**config.mk**
```make
export PLATFORM = sky130hd
export DESIGN_NAME = branch_control_execute_unit
export DESIGN_NICKNAME = d
export VERILOG_FILES = /design/src/rtl/bceu_pkg.sv /design/src/rtl/branch_control_execute_unit.sv
export SDC_FILE = /design/constraint.sdc
export NUM_CORES = 1
export LEC_CHECK = 0
export BUFFER_PORTS_ARGS = -buffer_cell sky130_fd_sc_hd__buf_2
export CAP_MARGIN = 10
export CORE_AREA = 3 3 382 384
export DETAILED_ROUTE_END_ITERATION = 8
export DIE_AREA = 0 0 385 387
export GPL_TIMING_DRIVEN = 0
export PLACE_DENSITY = 0.44
export SLEW_MARGIN = 20
export SYNTH_ARGS = -nofsm -noshare
export SYNTH_HDL_FRONTEND = slang
export SYNTH_SLANG_ARGS = --single-unit
```
**constraint.sdc**
```tcl
create_clock -name aclk -period 21.9 [get_ports aclk]
set_input_delay 2.19 -clock aclk [delete_from_list [all_inputs] [get_ports aclk]]
set_output_delay 2.19 -clock aclk [all_outputs]
set_load 0.05 [all_outputs]
```
**src/rtl/bceu_pkg.sv**
```systemverilog
`default_nettype none

package bceu_pkg;

    localparam int KIND_W = 5;
    localparam int WORD_W = 64;
    localparam int TRAP_W = 2;

    typedef logic [KIND_W-1:0] kind_t;
    typedef logic [WORD_W-1:0] word_t;
    typedef logic [TRAP_W-1:0] trap_t;

    // Operation codes.
    localparam kind_t KIND_JMP     = 5'd0;
    localparam kind_t KIND_JSR     = 5'd1;
    localparam kind_t KIND_JMPF    = 5'd2;
    localparam kind_t KIND_JSRF    = 5'd3;
    localparam kind_t KIND_BRA     = 5'd4;
    localparam kind_t KIND_BRT     = 5'd5;
    localparam kind_t KIND_BRF     = 5'd6;
    localparam kind_t KIND_TRAP_UD = 5'd7;
    localparam kind_t KIND_NOP     = 5'd8;
    localparam kind_t KIND_RTS     = 5'd9;
    localparam kind_t KIND_SLEEP   = 5'd10;
    localparam kind_t KIND_RTE     = 5'd11;
    localparam kind_t KIND_BREAK   = 5'd12;
    localparam kind_t KIND_SYNCO   = 5'd13;
    localparam kind_t KIND_SYNCI   = 5'd14;
    localparam kind_t KIND_BRAOT   = 5'd15;
    localparam kind_t KIND_BSROT   = 5'd16;

    // Trap status codes.
    localparam trap_t TRAP_NONE  = 2'd0;
    localparam trap_t TRAP_UD    = 2'd1;
    localparam trap_t TRAP_SLEEP = 2'd2;
    localparam trap_t TRAP_BREAK = 2'd3;

    // Size of one instruction, added for link values and relative jumps.
    localparam word_t INSTR_BYTES = 64'd2;

    typedef struct packed {
        logic  pc_write;
        word_t next_pc;
        logic  lr_write;
        word_t next_lr;
        logic  sr_write;
        word_t next_sr;
        logic  sp_write;
        word_t next_sp;
        trap_t trap_status;
        logic  flush_request;
        logic  end_trace;
        word_t table_address;
    } result_t;

endpackage

`default_nettype wire

```
**src/rtl/branch_control_execute_unit.sv**
```systemverilog
`default_nettype none

// Branch and system instruction execute unit.
//
// The input channel (s_*) carries one control-flow or system instruction per
// transfer, together with every register value the operation may read and the
// qword fetched from the offset table. The result channel (m_*) returns one
// result per instruction: write enables and values for PC, LR, SR and SP, a
// trap code, a flush request, an end-of-trace flag and the table address.
//
// The unit has two register stages: an input register and a result register,
// with the adders and selection between them. An accepted transfer is held in
// the input register, then in the result register, which drives the m_ ports.
// One transfer per cycle is sustained while m_ready stays high; both stages
// advance together whenever the result register is empty or being drained.
//
// When the receiver holds m_ready low, the result register keeps its value,
// the input register fills, and s_ready drops once both stages are occupied.
// Nothing is dropped or duplicated. Synchronous reset (aresetn low) empties
// both stages; the unit keeps no architectural state.
module branch_control_execute_unit (
    input  wire logic              aclk,
    input  wire logic              aresetn,

    input  wire logic              s_valid,
    output logic                   s_ready,
    input  wire bceu_pkg::kind_t   s_kind,
    input  wire bceu_pkg::word_t   s_instr_pc,
    input  wire bceu_pkg::word_t   s_rm_value,
    input  wire bceu_pkg::word_t   s_immediate,
    input  wire bceu_pkg::word_t   s_sr_value,
    input  wire bceu_pkg::word_t   s_lr_value,
    input  wire bceu_pkg::word_t   s_saved_pc,
    input  wire bceu_pkg::word_t   s_saved_sr,
    input  wire bceu_pkg::word_t   s_saved_sp,
    input  wire bceu_pkg::word_t   s_table_base,
    input  wire bceu_pkg::word_t   s_table_word,

    output logic                   m_valid,
    input  wire logic              m_ready,
    output logic                   m_pc_write,
    output bceu_pkg::word_t        m_next_pc,
    output logic                   m_lr_write,
    output bceu_pkg::word_t        m_next_lr,
    output logic                   m_sr_write,
    output bceu_pkg::word_t        m_next_sr,
    output logic                   m_sp_write,
    output bceu_pkg::word_t        m_next_sp,
    output bceu_pkg::trap_t        m_trap_status,
    output logic                   m_flush_request,
    output logic                   m_end_trace,
    output bceu_pkg::word_t        m_table_address
);
    import bceu_pkg::*;

    // Input stage registers.
    logic    in_valid_reg;
    kind_t   kind_reg;
    word_t   instr_pc_reg;
    word_t   rm_value_reg;
    word_t   immediate_reg;
    word_t   sr_value_reg;
    word_t   lr_value_reg;
    word_t   saved_pc_reg;
    word_t   saved_sr_reg;
    word_t   saved_sp_reg;
    word_t   table_base_reg;
    word_t   table_word_reg;

    // Result stage registers.
    logic    out_valid_reg;
    result_t result_reg;
    result_t result_next;

    logic    out_load;
    logic    in_load;

    // The result register takes a new value when the input register is full and
    // it is empty or its current value is being transferred out in this cycle.
    assign out_load = in_valid_reg && (!out_valid_reg || m_ready);

    // The input register can take a transfer when it is empty or its content
    // moves into the result register at the same edge.
    assign s_ready  = !in_valid_reg || out_load;
    assign in_load  = s_valid && s_ready;

    always_ff @(posedge aclk) begin
        if (!aresetn) begin
            in_valid_reg <= 1'b0;
        end else if (s_ready) begin
            in_valid_reg <= s_valid;
        end
    end

    always_ff @(posedge aclk) begin
        if (in_load) begin
            kind_reg       <= s_kind;
            instr_pc_reg   <= s_instr_pc;
            rm_value_reg   <= s_rm_value;
            immediate_reg  <= s_immediate;
            sr_value_reg   <= s_sr_value;
            lr_value_reg   <= s_lr_value;
            saved_pc_reg   <= s_saved_pc;
            saved_sr_reg   <= s_saved_sr;
            saved_sp_reg   <= s_saved_sp;
            table_base_reg <= s_table_base;
            table_word_reg <= s_table_word;
        end
    end

    // Execute. Every field that is not written by the operation stays zero;
    // a conditional branch that is not taken produces an all-zero result.
    always_comb begin
        logic  t_flag;
        word_t link_value;
        word_t rel_target;
        word_t tbl_addr;

        t_flag      = sr_value_reg[0];
        link_value  = instr_pc_reg + INSTR_BYTES;
        rel_target  = link_value + rm_value_reg;
        tbl_addr    = table_base_reg + immediate_reg;
        result_next = '0;

        unique case (kind_reg)
            KIND_JMP: begin
                result_next.pc_write  = 1'b1;
                result_next.next_pc   = rm_value_reg;
                result_next.end_trace = 1'b1;
            end
            KIND_JSR: begin
                result_next.lr_write  = 1'b1;
                result_next.next_lr   = link_value;
                result_next.pc_write  = 1'b1;
                result_next.next_pc   = rm_value_reg;
                result_next.end_trace = 1'b1;
            end
            KIND_JMPF: begin
                result_next.pc_write  = 1'b1;
                result_next.next_pc   = rel_target;
                result_next.end_trace = 1'b1;
            end
            KIND_JSRF: begin
                result_next.lr_write  = 1'b1;
                result_next.next_lr   = link_value;
                result_next.pc_write  = 1'b1;
                result_next.next_pc   = rel_target;
                result_next.end_trace = 1'b1;
            end
            KIND_BRA: begin
                result_next.pc_write  = 1'b1;
                result_next.next_pc   = immediate_reg;
                result_next.end_trace = 1'b1;
            end
            KIND_BRT: begin
                if (t_flag) begin
                    result_next.pc_write  = 1'b1;
                    result_next.next_pc   = immediate_reg;
                    result_next.end_trace = 1'b1;
                end
            end
            KIND_BRF: begin
                if (!t_flag) begin
                    result_next.pc_write  = 1'b1;
                    result_next.next_pc   = immediate_reg;
                    result_next.end_trace = 1'b1;
                end
            end
            KIND_TRAP_UD: begin
                result_next.trap_status = TRAP_UD;
                result_next.end_trace   = 1'b1;
            end
            KIND_RTS: begin
                result_next.pc_write  = 1'b1;
                result_next.next_pc   = lr_value_reg;
                result_next.end_trace = 1'b1;
            end
            KIND_SLEEP: begin
                result_next.trap_status = TRAP_SLEEP;
                result_next.end_trace   = 1'b1;
            end
            KIND_RTE: begin
                result_next.sp_write  = 1'b1;
                result_next.next_sp   = saved_sp_reg;
                result_next.sr_write  = 1'b1;
                result_next.next_sr   = saved_sr_reg;
                result_next.pc_write  = 1'b1;
                result_next.next_pc   = saved_pc_reg;
                result_next.end_trace = 1'b1;
            end
            KIND_BREAK: begin
                result_next.trap_status = TRAP_BREAK;
                result_next.end_trace   = 1'b1;
            end
            KIND_SYNCI: begin
                // Flush request only; sequential flow continues.
                result_next.flush_request = 1'b1;
            end
            KIND_BRAOT: begin
                result_next.table_address = tbl_addr;
                result_next.pc_write      = 1'b1;
                result_next.next_pc       = table_word_reg;
                result_next.end_trace     = 1'b1;
            end
            KIND_BSROT: begin
                result_next.lr_write      = 1'b1;
                result_next.next_lr       = link_value;
                result_next.table_address = tbl_addr;
                result_next.pc_write      = 1'b1;
                result_next.next_pc       = table_word_reg;
                result_next.end_trace     = 1'b1;
            end
            // No-op, store barrier and unassigned codes give an empty result.
            default: begin
                result_next = '0;
            end
        endcase
    end

    always_ff @(posedge aclk) begin
        if (!aresetn) begin
            out_valid_reg <= 1'b0;
        end else if (!out_valid_reg || m_ready) begin
            out_valid_reg <= in_valid_reg;
        end
    end

    always_ff @(posedge aclk) begin
        if (out_load) begin
            result_reg <= result_next;
        end
    end

    assign m_valid         = out_valid_reg;
    assign m_pc_write      = result_reg.pc_write;
    assign m_next_pc       = result_reg.next_pc;
    assign m_lr_write      = result_reg.lr_write;
    assign m_next_lr       = result_reg.next_lr;
    assign m_sr_write      = result_reg.sr_write;
    assign m_next_sr       = result_reg.next_sr;
    assign m_sp_write      = result_reg.sp_write;
    assign m_next_sp       = result_reg.next_sp;
    assign m_trap_status   = result_reg.trap_status;
    assign m_flush_request = result_reg.flush_request;
    assign m_end_trace     = result_reg.end_trace;
    assign m_table_address = result_reg.table_address;

endmodule

`default_nettype wire

```
After elaboration in Yosys (flattened, before gate mapping)
Cells that the tools add are included.
{"block": "op_classes", "add_sub_neg": 3, "eq_ne": 14, "muxes": 10, "n_reduce_logical": 12}
{"operator": "$pmux W65 S8", "n": 1}
{"operator": "$mux W65", "n": 3}
{"operator": "$mux W130", "n": 1}
{"operator": "$add A64 B64 Y64", "n": 2}
{"operator": "$add A64 B2 Y64 const B", "n": 1}
{"operator": "$eq A5 B4 Y1 const B", "n": 6}
{"operator": "$eq A5 B3 Y1 const B", "n": 4}
{"operator": "$reduce_or A12 Y1", "n": 1}
{"operator": "$eq A5 B2 Y1 const B", "n": 2}
{"operator": "$pmux W2 S3", "n": 1}
{"operator": "$reduce_or A2 Y1", "n": 3}
{"operator": "$eq A5 B1 Y1 const B", "n": 1}
{"operator": "$eq A5 B5 Y1 const B", "n": 1}
{"operator": "$logic_not A5 Y1", "n": 1}
{"operator": "$mux W1", "n": 3}
{"operator": "$pmux W1 S3", "n": 1}
{"operator": "$reduce_or A3 Y1", "n": 1}
{"operator": "$logic_and A1 B1 Y1", "n": 2}
{"operator": "$logic_not A1 Y1", "n": 2}
{"operator": "$logic_or A1 B1 Y1", "n": 2}
{"block": "word_totals", "reg_bits": 912, "input_bits": 649, "output_inout_bits": 330, "elab_cells": 64}

Logic depth before layout (Yosys ltp)
Gate-level depths: netlist (run 1).
{"block": "depth", "word_depth": 5, "mapped_depth": 20, "ltp_nobuf": 20}

Worst setup path before layout (run 1)
Ideal clock, no wire load.
{"block": "synth_timing", "path_type": "input -> register", "startpoint": "input m_ready", "endpoint": "register result_reg, in the netlist m_end_trace (enable)", "setup_ps": 1062, "arrival_time_ps": 16674, "required_ps": 20838, "slack_ps": 4164, "cell_stages": 2, "n_path_buf": 0, "cell_sequence": "nor2b_1 -> nor2b_1"}
{"block": "synth_between", "elab_chain_cells": 2}
{"item": "start, declared", "line_no": "branch_control_execute_unit.sv:40", "rtl": "input wire logic m_ready,"}
{"item": "$logic_or A1 B1 Y1", "line_no": "branch_control_execute_unit.sv:80", "rtl": "assign out_load = in_valid_reg && (!out_valid_reg || m_ready);"}
{"item": "$logic_and A1 B1 Y1", "line_no": "branch_control_execute_unit.sv:80"}
{"item": "net out_load", "line_no": "branch_control_execute_unit.sv:75", "rtl": "logic out_load;"}
{"item": "end signal, assigned", "line_no": "branch_control_execute_unit.sv:230", "rtl": "result_reg <= result_next;"}
{"item": "end, declared", "line_no": "branch_control_execute_unit.sv:72", "rtl": "result_t result_reg;"}
The timed path passes the listed nets, and every way through them passes these cells.
A chain may end at the register's enable or synchronous reset.

==> results.ini, run 1 <==
[status]
outcome = finished, final reports clean

[sta]
slew_worst_pin_ns = 1.19
worst_max_slew_margin_expressed_relative_to_the_limit = 0.208
timing.final.crit_period_ns = 6.55
grt_setup_unrepaired = false
layout_worst_path_cycle_share = 0.299
finalHoldViolations = 0
final_max_slew_viol_count = 0
highest_clock_frequency_the_design_can_meet_mhz = 153
holdWs_ns = 0.511
finClkSkew_ns = 0.0563
final-setup-viol-count = 0

[routing]
number_of_vias_in_the_routed_layout = 28600
routed-wl-met2_mm = 78.1
drt_iter0_drcs = 2511
post_drt_wl_per_cell_microns = 28.7
m1_wl_mm = 67.0
drtAntennaViolNets = 0
drt_drc_violations_left = 0
routed_via_density = 4.84
drtPass1Iterations = 7
route.final.wire_length_mm = 170
routed-wl-met3_mm = 17.6
top_signal_layer_used = met5

[worst_setup_path]
crit_chain = and4_1 -> nand4_1 -> nor2_1 -> nand2_1 -> nor3_1 -> xor2_1 -> ha_1 -> and2_0 -> and3_1 -> a21oi_1 -> o21ai_0 -> a21oi_1 -> o21ai_0 -> o21ai_0 -> o221ai_1 -> a221oi_1 -> xor2_1 -> o21ai_0
r2r_cells = 18
crit_slowest_cell = edfxtp_1
timing.critical_path.mode_cell = o21ai_0
critPathArrivalTime_ns = 7.00
critical_path_class = flop to flop
timing.rr.start = instr_pc_reg[1]
cpPeakStageDelay_ns = 0.60
timing.critical_path.from_type = flop
worstPathMaxFanout = 7
worstSetupEndpointType = flop
ff_to_ff_end = m_next_pc[60]
worst_ep_required_time_ns = 22.35
reg2reg_slack_ns = 15.35

[min_path]
worstHoldStart = saved_sp_reg[25]
holdPathEnd = m_next_sp[25]
hold_class = flop to flop
hold-path-cell-count = 1

[power]
p_seq_frac = 0.465
power-per-cell-area_nw_per_um2 = 87.8
total_leakage_power_nw = 19.5
clockPowerShare = 0.401
p_sw_w = 0.00121
worst_ir_drop_vdd_mv = 0.0650
p_int_w = 0.00328
combPwrFrac = 0.134
switching_share = 0.270

[logic_synthesis]
postSynthAreaPerCell_sq_um = 14.1
synth_fp_nets = 3589
post_synth_design_cell_area_sq_um = 39500
synth-seq-cells = 911
synth.lib_cells_used.distinct = 70
synth.yosys.seq_area_share = 0.693
netlist_instances = 2797
dominantRegCellSynth = edfxtp_1
synth_async_sr_flop_share = 0
number_of_synthesized_flops_with_an_enable_pin = 909
yosysWarnings = 0

[floorplanning]
floorplan.core_area_sq_um = 143000
ioPinCount = 979
die_h_microns = 387
dieWidth_microns = 385
initial_core_util = 0.276
placement_rows = 139
die_area_sq_um = 149000

[layout]
layout-drive-gt1-share = 0.294
finalCoreUtilization = 0.357
syn_to_final_growth_pct = 29.5
most-common-layout-cells = buf_2 (917), edfxtp_1 (909), nand2_1 (249), and2_1 (198), a21oi_1 (176)
final_net_count = 4659
fillers = 14200
most_common_library_cell_in_the_layout_ignoring_fill_and_taps = buf_2

[cts]
cts_max_path_buffers = 3
max_h_tree_level = 3
clock_tree_from_tritoncts = yes
cts_root_buffer = clkbuf_16
postCtsSetupRepairBufs = 0
clkSinkCount = 911
worstSkewPairLatency_ns = 0.74
cts_hold_buf = 0
ctsResizeCount = 0
cts.clk_slew.worst_paths_ns = 0.06
cts-buffers-inserted = 105

[grt]
global_route_congestion_overflow_total = 0
maximum_number_of_pins_on_one_net_before_global_route_repair = 53
grt_pass1_wl_mm = 225
first_global_vias = 28400
number_of_antenna_violations_at_the_first_check_in_global_routing = 117
groute.usage.overall = 0.220

[placement]
dp_hpwl_mm = 137
buffer_ports.inserted = 915
finalWeightedCongestion = 0.890

[flow_run]
cap_viol_max_count = 0

==> critical path, delay by kind of cell (launching register included) <==
| family | cells | cell delay [ns] |
|---|---|---|
| AND/OR/NAND/NOR | 7 | 2.37 |
| XOR/XNOR | 2 | 0.73 |
| AO/OA/AOI/OAI | 8 | 2.20 |
| flip-flops | 1 | 0.60 |
| adder cells (fa/ha/maj) | 1 | 0.36 |
==> worst max-delay path by stage <==
stage / from / to / slack [ns] / cells past startpoint
after floorplan: m_ready / m_end_trace / 4.16 / 2
after global placement: m_ready / m_next_sp[0] / -7.14 / 3
after detailed placement: instr_pc_reg[1] / m_next_pc[60] / 15.37 / 18
after CTS: instr_pc_reg[1] / m_next_pc[60] / 15.37 / 18
after global routing: instr_pc_reg[1] / m_next_pc[60] / 15.09 / 18
final: instr_pc_reg[1] / m_next_pc[60] / 15.35 / 18
==> power by group through the flow <==
stage | sequential (W) | combinational [W] | clock [W]
floorplan | 0.00226 | 0.000250 | 0
global placement | 0.00221 | 0.000583 | 0
detailed placement | 0.00212 | 0.000604 | 0
CTS | 0.00209 | 0.000607 | 0.00185
global route | 0.00209 | 0.000648 | 0.00191
finish | 0.00209 | 0.000603 | 0.00180
==> layer usage <==
layer	global-route usage	vias up
li1	-	13000
met1	0.267	14000
met2	0.352	1289
met3	0.0855	333
met4	0.0808	68
met5	0	-
==> Yosys cell counts (13+ instances only) <==
cell type | count | area (sq um)
xor2_1 | 68 | 596
edfxtp_1 | 909 | 27300
ha_1 | 141 | 1760
o21a_1 | 13 | 97.6
nand2_1 | 249 | 935
a21oi_1 | 176 | 881
o21ai_0 | 94 | 470
and3_1 | 37 | 231
nand3_1 | 52 | 260
clkbuf_1 | 103 | 387
xnor2_1 | 102 | 893
nand2b_1 | 20 | 125
and2_1 | 199 | 1240
nand4_1 | 37 | 231
nor2_1 | 154 | 578
o21bai_1 | 25 | 188
nor2b_1 | 13 | 81.3
inv_1 | 38 | 143
a222oi_1 | 60 | 601
o2111ai_1 | 55 | 482
nor3_1 | 25 | 125
a21o_1 | 71 | 533
==> kinds of logic (layout without fill, tap and decap cells) <==
| kind of cell | count (synthesis) | after routing | share of synthesized area |
|---|---|---|---|
| fa+ha+maj | 143 | 143 | 0.0457 |
| flops | 911 | 911 | 0.693 |
| buf+inv | 145 | 1299 | 0.0140 |
| mux | 6 | 6 | 0.00155 |
| compound gates | 599 | 599 | 0.104 |
| simple gates | 823 | 823 | 0.105 |
| xor+xnor | 170 | 170 | 0.0377 |
| other cells | 0 | 55 | 0 |
==> through the flow <==
stage	total power, W	std cells	setup WS, ns	setup TNS (ns)	area, sq um
5_1_grt	0.00466	5880	15.09	0	51000
2_1_floorplan	0.00251	2797	4.16	0	39500
3_3_place_gp	0.00279	5615	-7.14	-3611.27	46400
4_1_cts	0.00455	5854	15.37	0	50900
6_report	0.00449	5909	15.35	0	51100
3_5_place_dp	0.00273	5663	15.37	0	47500
==> area by class of cell <==
type,count,area [sq um],area share
Timing Repair Buffer,963,5550,0.109
Clock inverter,70,786,0.0154
Inverter,38,143,0.00279
Sequential cell,911,27300,0.535
Clock buffer,121,2710,0.0530
Tap cell,1903,2380,0.0466
Antenna cell,55,138,0.00269
Multi-Input combinational cell,1741,11600,0.227
Buffer,107,443,0.00867
(Power assumes the default switching activity.)
==> run 2: changes to the inputs <==
--- a/config.mk
+++ b/config.mk
@@ -5,13 +5,14 @@
 export SDC_FILE = /design/constraint.sdc
 export NUM_CORES = 1
 export LEC_CHECK = 0
+export ABC_AREA = 1
 export BUFFER_PORTS_ARGS = -buffer_cell sky130_fd_sc_hd__buf_2
 export CAP_MARGIN = 10
-export CORE_AREA = 3 3 382 384
+export CORE_AREA = 3 3 381 383
 export DETAILED_ROUTE_END_ITERATION = 8
-export DIE_AREA = 0 0 385 387
+export DIE_AREA = 0 0 384 386
 export GPL_TIMING_DRIVEN = 0
-export PLACE_DENSITY = 0.44
+export PLACE_DENSITY = 0.49
 export SLEW_MARGIN = 20
 export SYNTH_ARGS = -nofsm -noshare
 export SYNTH_HDL_FRONTEND = slang
==> constraint.sdc (replaced) <==
create_clock -name aclk -period 5.7 [get_ports aclk]
set_input_delay 0.57 -clock aclk [delete_from_list [all_inputs] [get_ports aclk]]
set_output_delay 0.57 -clock aclk [all_outputs]
set_load 0.05 [all_outputs]
==> run 2 against run 1 <==
Power grew to 3.9 times the previous value. Sequential share of layout area fell by 8.4 points. Utilization rose by 7.1 points. Critical endpoint is now m_next_pc[28].
==> results.ini, run 2 <==
[layout]
most-common-layout-cells = nand2_1 (1273), buf_2 (931), edfxtp_1 (909), inv_1 (714), nor2_1 (573)  ; was buf_2 (917), edfxtp_1 (909), nand2_1 (249), and2_1 (198), a21oi_1 (176)
final-seq-area_sq_um = 27300  ; about the same
layout-drive-gt1-share = 0.192  ; was 0.294
final_net_count = 6906  ; was 4659
syn_to_final_growth_pct = 37.8  ; was 29.5%
instances_no_fill = 8107  ; was 5909
most_common_library_cell_in_the_layout_ignoring_fill_and_taps = nand2_1  ; was buf_2
fillers = 14000  ; was 14200
multiInputGateArea_sq_um = 13700  ; was 11600 sq um

[grt]
groute.usage.overall = 0.264  ; was 0.220
maximum_number_of_pins_on_one_net_before_global_route_repair = 36  ; was 53
number_of_antenna_violations_at_the_first_check_in_global_routing = 28  ; was 117
first_global_vias = 38200  ; was 28400
global_route_congestion_overflow_total = 0  ; unchanged
grt_pass1_wl_mm = 275  ; was 225 mm

[floorplanning]
floorplan.core_area_sq_um = 142000  ; was 143000 sq um
dieWidth_microns = 384  ; was 385 microns
placement_rows = 138  ; was 139
initial_core_util = 0.311  ; was 0.276
die_h_microns = 386  ; was 387 microns
ioPinCount = 979  ; unchanged
die_area_sq_um = 148000  ; was 149000 sq um

[logic_synthesis]
dominantRegCellSynth = edfxtp_1  ; unchanged
synth.yosys.seq_area_share = 0.621  ; was 0.693
synth-seq-cells = 911  ; unchanged
netlist_instances = 4527  ; was 2797
number_of_synthesized_flops_with_an_enable_pin = 909  ; unchanged
synthMostInstantiatedCell = nand2_1  ; was edfxtp_1
synth_fp_nets = 5319  ; was 3589
postSynthAreaPerCell_sq_um = 9.72  ; was 14.1 sq um
yosysTopAreaCell = edfxtp_1  ; unchanged
synth_async_sr_flop_share = 0  ; unchanged
yosysWarnings = 0  ; unchanged
synth.top_cell.area_share = 0.620  ; was 0.692
synth_top_cells_by_count = nand2_1 (1274), edfxtp_1 (909), inv_1 (716)  ; was edfxtp_1 (909), nand2_1 (249), and2_1 (199)
ys_top_cells_by_area = edfxtp_1 (62%), nand2_1 (11%), inv_1 (6.1%)  ; was edfxtp_1 (69%), ha_1 (4.5%), and2_1 (3.2%)
synth.lib_cells_used.distinct = 49  ; was 70
post_synth_design_cell_area_sq_um = 44000  ; was 39500 sq um

[flow_run]
cap_viol_max_count = 0  ; unchanged

[placement]
placedCellCount = 7372  ; was 5663
buffer_ports.inserted = 915  ; unchanged
dp_hpwl_mm = 165  ; was 137 mm
finalWeightedCongestion = 0.938  ; was 0.890
dp_slack_ns = 0.634  ; was 15.37 ns

[power]
p_sw_w = 0.00494  ; was 0.00121 W
power-per-cell-area_nw_per_um2 = 287  ; was 87.8 nW/um^2
p_int_w = 0.0124  ; was 0.00328 W
total_leakage_power_nw = 27.3  ; was 19.5 nW
report.power.total_w = 0.0174  ; was 0.00449 W
combPwrFrac = 0.156  ; was 0.134
switching_share = 0.284  ; was 0.270
worst_ir_drop_vdd_mv = 0.326  ; was 0.0650 mV
p_seq_frac = 0.460  ; was 0.465
clockPowerShare = 0.384  ; was 0.401

[sta]
final_max_slew_viol_count = 0  ; unchanged
finalHoldViolations = 0  ; unchanged
timing.final.crit_period_ns = 5.15  ; was 6.55 ns
finClkSkew_ns = 0.0458  ; was 0.0563 ns
slew_worst_pin_ns = 1.15  ; was 1.19 ns
layout_worst_path_cycle_share = 0.904  ; was 0.299
highest_clock_frequency_the_design_can_meet_mhz = 194  ; was 153 MHz
final-setup-viol-count = 0  ; unchanged
holdWs_ns = 0.0606  ; was 0.511 ns
layout_setup_ws_ns = 0.548  ; was 15.35 ns
worst_max_slew_margin_expressed_relative_to_the_limit = 0.233  ; was 0.208
grt_setup_unrepaired = false  ; unchanged

[status]
outcome = finished, final reports clean  ; unchanged

[worst_setup_path]
worstSetupEndpointType = flop  ; unchanged
critPathArrivalTime_ns = 5.57  ; was 7.00 ns
r2r_cells = 19  ; was 18
timing.critical_path.from_type = flop  ; unchanged
ff_to_ff_end = m_next_pc[28]  ; was m_next_pc[60]
critical_path_class = flop to flop  ; unchanged
reg2reg_slack_ns = 0.55  ; was 15.35 ns
timing.rr.start = instr_pc_reg[1]  ; unchanged
worstPathMaxFanout = 7  ; unchanged
worst_ep_required_time_ns = 6.12  ; was 22.35 ns

[routing]
drt_iter0_drcs = 3235  ; was 2511
routed_via_density = 4.73  ; was 4.84
route.final.wire_length_mm = 202  ; was 170 mm
drt_drc_violations_left = 0  ; unchanged
number_of_vias_in_the_routed_layout = 38400  ; was 28600
drtPass1Iterations = 6  ; was 7
post_drt_wl_per_cell_microns = 24.9  ; was 28.7 microns
drtAntennaViolNets = 0  ; unchanged

[cts]
cts_max_path_buffers = 3  ; unchanged
worstSkewPairLatency_ns = 0.73  ; was 0.74 ns
cts.clk_slew.worst_paths_ns = 0.06  ; about the same
cts-buffers-inserted = 101  ; was 105
max_h_tree_level = 3  ; unchanged
clock_tree_from_tritoncts = yes  ; unchanged
clkSinkCount = 911  ; unchanged
cts_root_buffer = clkbuf_16  ; unchanged
postCtsSetupRepairBufs = 0  ; unchanged
ctsResizeCount = 0  ; unchanged
cts_hold_buf = 528  ; was 0

[min_path]
holdPathEnd = rm_value_reg[3]  ; was m_next_sp[25]
hold-path-cell-count = 1  ; unchanged
hold_class = input port to flop  ; was flop to flop
worstHoldStart = s_rm_value[3]  ; was saved_sp_reg[25]

-- run 2: logic make-up (layout without fill, tap and decap cells) --
family | count (synthesis) | in the layout | share of synthesized area
other | 0 | 19 | 0
adder cells (fa/ha/maj) | 143 | 143 | 0.0410
buffers and inverters | 786 | 2457 | 0.0678
AO/OA/AOI/OAI | 415 | 415 | 0.0549
XOR/XNOR | 52 | 52 | 0.0103
flip-flops | 911 | 911 | 0.621
AND/OR/NAND/NOR | 2220 | 2220 | 0.205
-- run 2: stage by stage --
stage                     instance area, sq um   util  setup TNS (ns)
after global placement                   51000  0.360        -7154.21
after detailed placement                 52000  0.367               0
after CTS                                60600  0.428               0
after floorplan                          44100      -        -2889.99
final                                    60700  0.428               0
after global routing                     60600  0.428               0
-- run 2: worst max path at each step --
stage / startpoint / endpoint / slack [ns] / cells past startpoint
2_1_floorplan: m_ready / immediate_reg[0] / -4.44 / 4
3_3_place_gp: m_ready / saved_pc_reg[17] / -9.71 / 5
3_5_place_dp: instr_pc_reg[1] / m_next_pc[35] / 0.63 / 23
4_1_cts: instr_pc_reg[1] / m_next_pc[35] / 0.65 / 23
5_1_grt: instr_pc_reg[1] / m_next_pc[63] / 0.41 / 21
6_report: instr_pc_reg[1] / m_next_pc[28] / 0.55 / 19
-- run 2: layout make-up --
type / count / area share
clock buffers: 108 / 0.0421
flip-flops and latches: 911 / 0.451
plain buffers: 64 / 0.00458
diodes: 19 / 0.000784
well taps: 1890 / 0.0390
multi-input cells: 2830 / 0.226
inverters: 722 / 0.0448
clock inverters: 79 / 0.0130
repair buffers: 1484 / 0.179
-- run 2: critical path, stage by stage, from the launching register on --
cell	delay (ns)
edfxtp_1	0.59
ha_1	0.26
nand2_1	0.09
nor2_2	0.18
nand2_2	0.15
nor3_1	0.39
nand4_1	0.30
xor2_1	0.59
inv_1	0.11
ha_1	0.36
nand2_1	0.14
inv_1	0.05
nand2_1	0.06
nand2_1	0.06
inv_1	0.05
nand2_1	0.14
a21oi_1	0.15
nand2_1	0.21
xnor2_1	0.82
o21ai_1	0.15
-- run 2: per-layer routing --
| layer | GRT usage | share of wire | up-vias |
|---|---|---|---|
| li1 | - | - | 18200 |
| met1 | 0.350 | 0.43 | 18500 |
| met2 | 0.447 | 0.49 | 1400 |
| met3 | 0.0382 | 0.059 | 269 |
| met4 | 0.0764 | 0.029 | 6 |
| met5 | 0 | 0.00022 | - |
-- run 2: power by group through the flow --
stage / clock (W) / combinational, W / sequential, W
2_1_floorplan: 0 / 0.00109 / 0.00838
5_1_grt: 0.00706 / 0.00294 / 0.00802
6_report: 0.00667 / 0.00272 / 0.00800
3_5_place_dp: 0 / 0.00238 / 0.00814
3_3_place_gp: 0 / 0.00228 / 0.00830
4_1_cts: 0.00681 / 0.00271 / 0.00800
